[src/hsv2rgb_pkg.sv]
`timescale 1ns / 1ps
package hsv2rgb_pkg;

  localparam int HUE_W  = 32;
  localparam int CH_W   = 8;
  localparam int OUT_CH = 5;
  localparam int OUT_W  = 3 * OUT_CH;

  localparam logic [CH_W-1:0] CH_FULL = 8'd255;

  // Hue high part: arithmetic hue >> 9, taken apart into 2-bit digits
  localparam int HUE_LO_W = 9;
  localparam int HI_W     = HUE_W - HUE_LO_W;
  localparam int HI_DIG   = (HI_W + 1) / 2;

  typedef enum logic [2:0] {
    SEXT_RED_YEL  = 3'd0,
    SEXT_YEL_GRN  = 3'd1,
    SEXT_GRN_CYN  = 3'd2,
    SEXT_CYN_BLU  = 3'd3,
    SEXT_BLU_MAG  = 3'd4,
    SEXT_MAG_RED  = 3'd5
  } sextant_t;

  typedef struct packed {
    logic [CH_W-1:0]  bri;
    logic [CH_W-1:0]  sat;
    logic [HUE_W-1:0] hue;
  } hsv_t;

  typedef struct packed {
    logic [CH_W-1:0]     bri;
    logic [CH_W-1:0]     sat;
    logic                neg;
    logic [5:0]          dsum;
    logic [HUE_LO_W-1:0] lo9;
  } hue_part_t;

  typedef struct packed {
    logic [CH_W-1:0] b;
    logic [CH_W-1:0] g;
    logic [CH_W-1:0] r;
  } rgb_t;

  typedef struct packed {
    logic [CH_W-1:0] bri;
    logic [CH_W-1:0] sat;
    rgb_t            rgb;
  } pix_t;

  typedef struct packed {
    logic [CH_W-1:0] bri;
    rgb_t            rgb;
  } tint_t;

  // x mod 3 for x <= 63, by folding base-4 digits (4 = 1 mod 3)
  function automatic logic [1:0] mod3_6b(input logic [5:0] x);
    logic [3:0] s1;
    logic [2:0] s2;
    s1 = {2'b00, x[5:4]} + {2'b00, x[3:2]} + {2'b00, x[1:0]};
    s2 = {1'b0, s1[3:2]} + {1'b0, s1[1:0]};
    if (s2 >= 3'd3) begin
      s2 = s2 - 3'd3;
    end
    return s2[1:0];
  endfunction

  function automatic logic [OUT_CH-1:0] rev5(input logic [OUT_CH-1:0] v);
    logic [OUT_CH-1:0] r;
    for (int i = 0; i < OUT_CH; i++) begin
      r[i] = v[OUT_CH-1-i];
    end
    return r;
  endfunction

endpackage

[src/hsv2rgb_hue.sv]
`timescale 1ns / 1ps
// Two stages: digit sum of the high hue bits, then mod 1536 and sextant mix.
module hsv2rgb_hue (
  input  logic               clk,
  input  logic               rst_n,
  input  logic               i_valid,
  output logic               i_ready,
  input  hsv2rgb_pkg::hsv_t  i_hsv,
  output logic               o_valid,
  input  logic               o_ready,
  output hsv2rgb_pkg::pix_t  o_pix
);
  import hsv2rgb_pkg::*;

  logic      s1_valid_r;
  hue_part_t s1_r;
  hue_part_t s1_nxt;
  logic      s1_ready;
  logic      s2_valid_r;
  pix_t      s2_r;
  pix_t      s2_nxt;
  logic      s2_ready;

  assign s2_ready = !s2_valid_r || o_ready;
  assign s1_ready = !s1_valid_r || s2_ready;
  assign i_ready  = s1_ready;
  assign o_valid  = s2_valid_r;
  assign o_pix    = s2_r;

  // stage 1: hue = hi*512 + lo9, hi mod 3 from base-4 digit sum of hi
  always_comb begin
    logic [2*HI_DIG-1:0] hz;
    logic [2:0]          ps [HI_DIG/2];
    logic [5:0]          acc;
    hz  = {{(2*HI_DIG-HI_W){1'b0}}, i_hsv.hue[HUE_W-1:HUE_LO_W]};
    acc = '0;
    for (int k = 0; k < HI_DIG/2; k++) begin
      ps[k] = {1'b0, hz[4*k+3 -: 2]} + {1'b0, hz[4*k+1 -: 2]};
    end
    for (int k = 0; k < HI_DIG/2; k++) begin
      acc = acc + {3'b000, ps[k]};
    end
    s1_nxt.bri  = i_hsv.bri;
    s1_nxt.sat  = i_hsv.sat;
    s1_nxt.neg  = i_hsv.hue[HUE_W-1];
    s1_nxt.dsum = acc;
    s1_nxt.lo9  = i_hsv.hue[HUE_LO_W-1:0];
  end

  // stage 2: two's complement high part adds 2^23 = 2 mod 3, so add sign back
  always_comb begin
    logic [1:0]      m3;
    logic [CH_W-1:0] lo;
    sextant_t        sx;
    m3 = mod3_6b(s1_r.dsum + {5'd0, s1_r.neg});
    lo = s1_r.lo9[CH_W-1:0];
    sx = sextant_t'({m3, s1_r.lo9[HUE_LO_W-1]});
    s2_nxt.bri = s1_r.bri;
    s2_nxt.sat = s1_r.sat;
    case (sx)
      SEXT_RED_YEL: s2_nxt.rgb = '{b: '0,           g: lo,           r: CH_FULL};
      SEXT_YEL_GRN: s2_nxt.rgb = '{b: '0,           g: CH_FULL,      r: CH_FULL - lo};
      SEXT_GRN_CYN: s2_nxt.rgb = '{b: lo,           g: CH_FULL,      r: '0};
      SEXT_CYN_BLU: s2_nxt.rgb = '{b: CH_FULL,      g: CH_FULL - lo, r: '0};
      SEXT_BLU_MAG: s2_nxt.rgb = '{b: CH_FULL,      g: '0,           r: lo};
      default:      s2_nxt.rgb = '{b: CH_FULL - lo, g: '0,           r: CH_FULL};
    endcase
  end

  always_ff @(posedge clk) begin
    if (!rst_n) begin
      s1_valid_r <= 1'b0;
      s2_valid_r <= 1'b0;
    end else begin
      if (s1_ready) begin
        s1_valid_r <= i_valid;
      end
      if (s2_ready) begin
        s2_valid_r <= s1_valid_r;
      end
    end
  end

  always_ff @(posedge clk) begin
    if (s1_ready && i_valid) begin
      s1_r <= s1_nxt;
    end
    if (s2_ready && s1_valid_r) begin
      s2_r <= s2_nxt;
    end
  end

endmodule

[src/hsv2rgb_tint.sv]
`timescale 1ns / 1ps
// Saturation stage: c = 255 - (((255 - c) * (sat + 1)) >> 8)
module hsv2rgb_tint (
  input  logic               clk,
  input  logic               rst_n,
  input  logic               i_valid,
  output logic               i_ready,
  input  hsv2rgb_pkg::pix_t  i_pix,
  output logic               o_valid,
  input  logic               o_ready,
  output hsv2rgb_pkg::tint_t o_tint
);
  import hsv2rgb_pkg::*;

  logic  valid_r;
  tint_t tint_r;
  tint_t tint_nxt;

  function automatic logic [CH_W-1:0] to_white(input logic [CH_W-1:0] c,
                                              input logic [CH_W:0]   s1);
    logic [2*CH_W:0] p;
    p = {{(CH_W+1){1'b0}}, CH_FULL - c} * {{CH_W{1'b0}}, s1};
    return CH_FULL - p[2*CH_W-1:CH_W];
  endfunction

  always_comb begin
    logic [CH_W:0] s1;
    s1 = {1'b0, i_pix.sat} + 9'd1;
    tint_nxt.bri   = i_pix.bri;
    tint_nxt.rgb.r = to_white(i_pix.rgb.r, s1);
    tint_nxt.rgb.g = to_white(i_pix.rgb.g, s1);
    tint_nxt.rgb.b = to_white(i_pix.rgb.b, s1);
  end

  assign i_ready = !valid_r || o_ready;
  assign o_valid = valid_r;
  assign o_tint  = tint_r;

  always_ff @(posedge clk) begin
    if (!rst_n) begin
      valid_r <= 1'b0;
    end else if (i_ready) begin
      valid_r <= i_valid;
    end
  end

  always_ff @(posedge clk) begin
    if (i_ready && i_valid) begin
      tint_r <= tint_nxt;
    end
  end

endmodule

[src/hsv2rgb_shade.sv]
`timescale 1ns / 1ps
// Value stage and output register: (c * (bri + 1)) >> 11, reversed, packed
module hsv2rgb_shade (
  input  logic                               clk,
  input  logic                               rst_n,
  input  logic                               i_valid,
  output logic                               i_ready,
  input  hsv2rgb_pkg::tint_t                 i_tint,
  output logic                               o_valid,
  input  logic                               o_ready,
  output logic [hsv2rgb_pkg::OUT_W-1:0]      o_color
);
  import hsv2rgb_pkg::*;

  logic             valid_r;
  logic [OUT_W-1:0] color_r;
  logic [OUT_W-1:0] color_nxt;

  function automatic logic [OUT_CH-1:0] shade5(input logic [CH_W-1:0] c,
                                              input logic [CH_W:0]   v1);
    logic [2*CH_W:0] q;
    q = {{(CH_W+1){1'b0}}, c} * {{CH_W{1'b0}}, v1};
    return q[2*CH_W-1 -: OUT_CH];
  endfunction

  always_comb begin
    logic [CH_W:0] v1;
    v1 = {1'b0, i_tint.bri} + 9'd1;
    color_nxt = {rev5(shade5(i_tint.rgb.b, v1)),
                 rev5(shade5(i_tint.rgb.g, v1)),
                 rev5(shade5(i_tint.rgb.r, v1))};
  end

  assign i_ready = !valid_r || o_ready;
  assign o_valid = valid_r;
  assign o_color = color_r;

  always_ff @(posedge clk) begin
    if (!rst_n) begin
      valid_r <= 1'b0;
    end else if (i_ready) begin
      valid_r <= i_valid;
    end
  end

  always_ff @(posedge clk) begin
    if (i_ready && i_valid) begin
      color_r <= color_nxt;
    end
  end

endmodule

[src/hsv_to_rgb555_reversed_unit.sv]
`timescale 1ns / 1ps
// HSV to RGB555 converter with bit-reversed channels. Takes one request per
// clock while the output side is not stalled and returns one 15-bit color
// word per request. A request passes through four register stages: hue
// reduction (digit sum), sextant/primary mix, saturation blend toward white,
// and value scaling into the output register.
// Each stage has its own valid bit and holds while the one after it is full
// and stalled, so bubbles close up and nothing is dropped or duplicated. The
// hue is signed and wraps every 1536 steps (-1 maps to 1535). Red lands in
// bits 4:0, green in 9:5, blue in 14:10, each 5-bit field bit-reversed.
// There is no state between requests and no configuration.
module hsv_to_rgb555_reversed_unit (
  input  logic        clk,
  input  logic        rst_n,
  input  logic        in_tvalid,
  output logic        in_tready,
  input  logic [47:0] in_tdata,   // [31:0] hue_angle, [39:32] saturation, [47:40] brightness
  output logic        out_tvalid,
  input  logic        out_tready,
  output logic [15:0] out_tdata   // [14:0] packed_color, [15] zero
);
  import hsv2rgb_pkg::*;

  hsv_t             hsv;
  logic             hue_valid;
  logic             hue_ready;
  pix_t             hue_pix;
  logic             tint_valid;
  logic             tint_ready;
  tint_t            tint;
  logic [OUT_W-1:0] color;

  assign hsv.hue = in_tdata[HUE_W-1:0];
  assign hsv.sat = in_tdata[HUE_W+CH_W-1:HUE_W];
  assign hsv.bri = in_tdata[HUE_W+2*CH_W-1:HUE_W+CH_W];

  hsv2rgb_hue u_hue (
    .clk     (clk),
    .rst_n   (rst_n),
    .i_valid (in_tvalid),
    .i_ready (in_tready),
    .i_hsv   (hsv),
    .o_valid (hue_valid),
    .o_ready (hue_ready),
    .o_pix   (hue_pix)
  );

  hsv2rgb_tint u_tint (
    .clk     (clk),
    .rst_n   (rst_n),
    .i_valid (hue_valid),
    .i_ready (hue_ready),
    .i_pix   (hue_pix),
    .o_valid (tint_valid),
    .o_ready (tint_ready),
    .o_tint  (tint)
  );

  hsv2rgb_shade u_shade (
    .clk     (clk),
    .rst_n   (rst_n),
    .i_valid (tint_valid),
    .i_ready (tint_ready),
    .i_tint  (tint),
    .o_valid (out_tvalid),
    .o_ready (out_tready),
    .o_color (color)
  );

  assign out_tdata = {1'b0, color};

  // a draining output must never back-pressure the input
  a_ready_chain: assert property (@(posedge clk) disable iff (!rst_n)
    out_tready |-> in_tready)
    else $error("input stalled while output drains");

  // with the hue, tint and output stages empty, the tint and shade stages are always ready
  a_empty_ready: assert property (@(posedge clk) disable iff (!rst_n)
    (!hue_valid && !tint_valid && !out_tvalid) |-> (hue_ready && tint_ready))
    else $error("empty pipe not ready");

  // a mid-pipe item with room ahead reaches the output register in the next cycle
  a_tint_moves: assert property (@(posedge clk) disable iff (!rst_n)
    (tint_valid && tint_ready) |=> out_tvalid)
    else $error("tint stage item lost");

endmodule
[config.mk]
export PLATFORM = sky130hd
export DESIGN_NAME = hsv_to_rgb555_reversed_unit
export DESIGN_NICKNAME = d
export VERILOG_FILES = /design/src/hsv2rgb_pkg.sv /design/src/hsv2rgb_hue.sv /design/src/hsv2rgb_tint.sv /design/src/hsv2rgb_shade.sv /design/src/hsv_to_rgb555_reversed_unit.sv
export SDC_FILE = /design/constraint.sdc
export NUM_CORES = 1
export LEC_CHECK = 0
export BUFFER_PORTS_ARGS = -buffer_cell sky130_fd_sc_hd__clkbuf_2
export CAP_MARGIN = 20
export CELL_PAD_IN_SITES_DETAIL_PLACEMENT = 1
export CELL_PAD_IN_SITES_GLOBAL_PLACEMENT = 1
export CORE_AREA = 3 3 188 190
export CTS_BUF_LIST = sky130_fd_sc_hd__clkbuf_8
export CTS_CLUSTER_DIAMETER = 30
export DETAILED_ROUTE_END_ITERATION = 10
export DIE_AREA = 0 0 191 193
export PLACE_DENSITY = 0.91
export SYNTH_ARGS = -nofsm -noshare
export SYNTH_HDL_FRONTEND = slang
export SYNTH_HIERARCHICAL = 1
export SYNTH_SLANG_ARGS = --single-unit
[constraint.sdc]
create_clock -name clk -period 6.4 [get_ports clk]
set_clock_uncertainty 0.1 [all_clocks]
set_input_delay 0.64 -clock clk [delete_from_list [all_inputs] [get_ports clk]]
set_output_delay 0.64 -clock clk [all_outputs]
set_load 0.005 [all_outputs]
==> reports/results.tsv <==
stage	metric	value	unit
logic_synthesis	simple-gate share of the synthesized area	16.3	%
critical_path	Worst path top cell family by delay	adder cells	
clocking	clock sink total	123	
clocking	worst skew pair latency	0.48	ns
clocking	Max H-tree Level	4	
logic_synthesis	synthesized area	0.0175	mm2
place	port bufs	68	
logic_synthesis	largest family of logic cells by synthesized area	adder cells	
global_route	initial antenna violation count	0	
logic_synthesis	area fraction of the dominant cell type after synthesis	29.7	%
sta	RSZ-0062 raised after global routing	no	
clocking	post-cts sizing count	0	
global_route	first-pass GRT wire length	75.1	mm
critical_path	Slowest-stage cell, CP	xnor2_2	
logic_synthesis	YS warnings	6	
logic_synthesis	syn_nets	2270	
critical_path	cell count of the worst reg-to-reg path	17	
clocking	Setup Fix Bufs, Post-CTS	0	
logic_synthesis	Syn Inst Count	1752	
floorplan	core area	0.0336	mm2
critical_path	CP max FO	16	
global_route	gr usage total	25.9	%
sta	final setup vio count	0	
critical_path	max incr delay on CP	0.77	ns
floorplan	row count	67	
worst_hold_path	Hold Path Class	primary input to flip-flop	
floorplan	Die X	191	um
critical_path	CP Launch Type	flip-flop	
critical_path	Critical Path Most Common Cell	fa_1	
final_layout	post-layout util	55.8	%
worst_hold_path	hold path cells	1	
logic_synthesis	Top FF cell, synth	edfxtp_1	
floorplan	Die Y-Extent	193	um
place	Placed Instance Area	0.0183	mm2
detailed_routing	WL/cell	20.1	um
logic_synthesis	Synth area leader	fa_1	
detailed_routing	DRC	0	
detailed_routing	initial drt markers	748	
logic_synthesis	number of synthesized flops with an enable pin	119	
floorplan	Initial Util	52.1	%
clocking	CTS Hold Buffers Added	0	
sta	Final min period	6.04	ns
sta	Max Slew Vio Count	0	
sta	setup_tns	0	ns
logic_synthesis	Distinct cells, synth	72	
clocking	clock buffer depth	2	
status	status	finished clean	
place	HPWL after detailed placement	35.2	mm
final_layout	fraction of layout cells with a size suffix above 1	10.3	%
final_layout	layout net count	2315	
final_layout	ANT cells	0	
logic_synthesis	largest cells by area after synthesis	fa_1 (30%), edfxtp_1 (20%), ha_1 (15%)	
global_route	pin count of the biggest net entering global routing	41	
critical_path	Worst path depth	17	
sta	final worst-path cycle share	94.4	%
critical_path	data required time of the critical path	6.64	ns
logic_synthesis	Seq/Total Area, Yosys	20.9	%
clocking	TritonCTS clock tree	yes	
logic_synthesis	mux cell area share after synthesis	0.136	%
place	routability cong.	0.843	
sta	fmax	0.166	GHz
critical_path	crit-path cells	nand3_2, nor2_1, nand3_1, xnor2_2, buf_4, and2_1, fa_1, fa_1, fa_1, fa_1, ha_1, a21oi_1, o21ai_0, o21ai_0, nand2_1, o41a_1, nand4_1	
logic_synthesis	count of state elements after synthesis	123	
critical_path	CP endpoint kind	flip-flop	
detailed_routing	Pre-antenna DRT Iters	5	
run	max-cap check violation count	0	
sta	Final Hold Vio Count	0	
global_route	vias in the first global route	14812	
critical_path	Crit Path Class	flip-flop to flip-flop	
clocking	root buf cell	clkbuf_8	
detailed_routing	routed via count	12450	
final_layout	final instance area	0.0187	mm2
sta	worst-margin pin slew	0.999	ns
clocking	Clock transition at path regs	0.08	ns
detailed_routing	vias per cell	5.52	
floorplan	Die ar.	0.0369	mm2
critical_path	CP Data Arrival Time	6.28	ns
logic_synthesis	Mean Syn Cell Area	10.0	um2
final_layout	area grow syn2layout	7.02	%
logic_synthesis	post-synthesis async set-or-reset flop share	0	%
clocking	total CTS buffers	17	
logic_synthesis	compound-cell area share of the yosys netlist	5.45	%
logic_synthesis	Synth Area in Adders	44.4	%
floorplan	# IOs	70	
logic_synthesis	Synth Area in XOR/XNOR	3.89	%
detailed_routing	Routed WL	45.4	mm
global_route	Overflow after GRT	0	
detailed_routing	ANT nets after route	0	
critical_path	CP bufs+invs	1	
sta	Relative slew margins	33.4	%
[sequential cells by signal, summed over array words and instances (netlist names)]
register / flops
u_hue/o_pix: 40
u_hue/o_valid: 1
u_hue/s1_valid_r: 1
u_tint/o_valid: 1
u_tint/o_tint: 32
u_shade/o_color: 15
u_hue/s1_r: 32
u_shade/o_valid: 1
[layer usage]
| metal | vias to the layer above | wire [um] | global-route usage, % |
|---|---|---|---|
| li1 | 5579 | - | - |
| met2 | 349 | 24800 | 49.6 |
| met5 | - | 0 | 0 |
| met4 | 0 | 1790 | 10.8 |
| met1 | 6392 | 17100 | 29.1 |
| met3 | 130 | 1650 | 3.36 |
[kinds of logic (layout without fill, tap and decap cells)]
| kind of cell | after synthesis | after routing |
|---|---|---|
| and+or+nand+nor | 541 | 541 |
| muxes | 2 | 2 |
| buffers and inverters | 399 | 456 |
| other | 1 | 1 |
| xor gates and xnor gates | 77 | 77 |
| adders and majority gates | 466 | 466 |
| DFF | 123 | 123 |
| AOI/OAI and AO/OA | 143 | 143 |
[path summary, 6_finish.rpt]
path                                         from                 end  slack, ns
worst max-delay path            u_tint/o_tint[26]  u_shade/o_color[5]       0.36
worst min-delay path                  in_tdata[1]       u_hue/s1_r[1]       0.24
worst max register to register  u_tint/o_tint[26]  u_shade/o_color[5]       0.36
worst min register to register    u_hue/o_pix[36]   u_tint/o_tint[28]       0.32
[area by class of cell]
type	instances	area, um2
fillers	3743	14900
inverters	334	1250
flip-flops and latches	123	3650
multi-input cells	1230	12300
well taps	448	561
clock buffers	17	234
repair buffers	91	529
clock inverters	14	198
[cell usage in the layout (no fill, tap or decap), types with 48 or more instances in the layout]
master / n
xnor2_1: 52
and2_1: 150
a21oi_1: 48
nor2_1: 151
fa_1: 260
ha_1: 206
clkbuf_2: 68
nand2_1: 69
edfxtp_1: 119
inv_1: 335
[cells in the mapped netlist (all sizes together), types with 2 or more instances]
library cell and count:
a21o 8, a211oi 10, xnor2 54, nand4 6
dfxtp 4, and2 150, a21boi 2, o21ai 31
o31ai 3, or2 47, and2b 8, a21oi 48
nor4 2, nand4bb 2, clkbuf 46, nor3 18
xor2 23, nor2b 31, nor2 152, a31oi 3
nand3 23, a22oi 8, mux2i 2, ha 206
nand4b 4, nand2b 13, o21a 2, inv 334
edfxtp 119, buf 19, o211ai 3, or3 4
nor4bb 2, nand2 69, and3 4, o22a 8
o21bai 6, fa 260, nand3b 2
[metrics by stage]
stage	hold slack, ns	cells	setup slack (ns)
4_1_cts	0.214	2255	0.482
3_3_place_gp	0.303	2224	1.06
2_1_floorplan	0.300	1752	1.23
6_report	0.241	2257	0.361
5_1_grt	0.219	2257	0.134
3_5_place_dp	0.308	2224	0.656
Power is not shown: default switching activity piles up to over one toggle a cycle in this logic, so the estimate is an artifact.
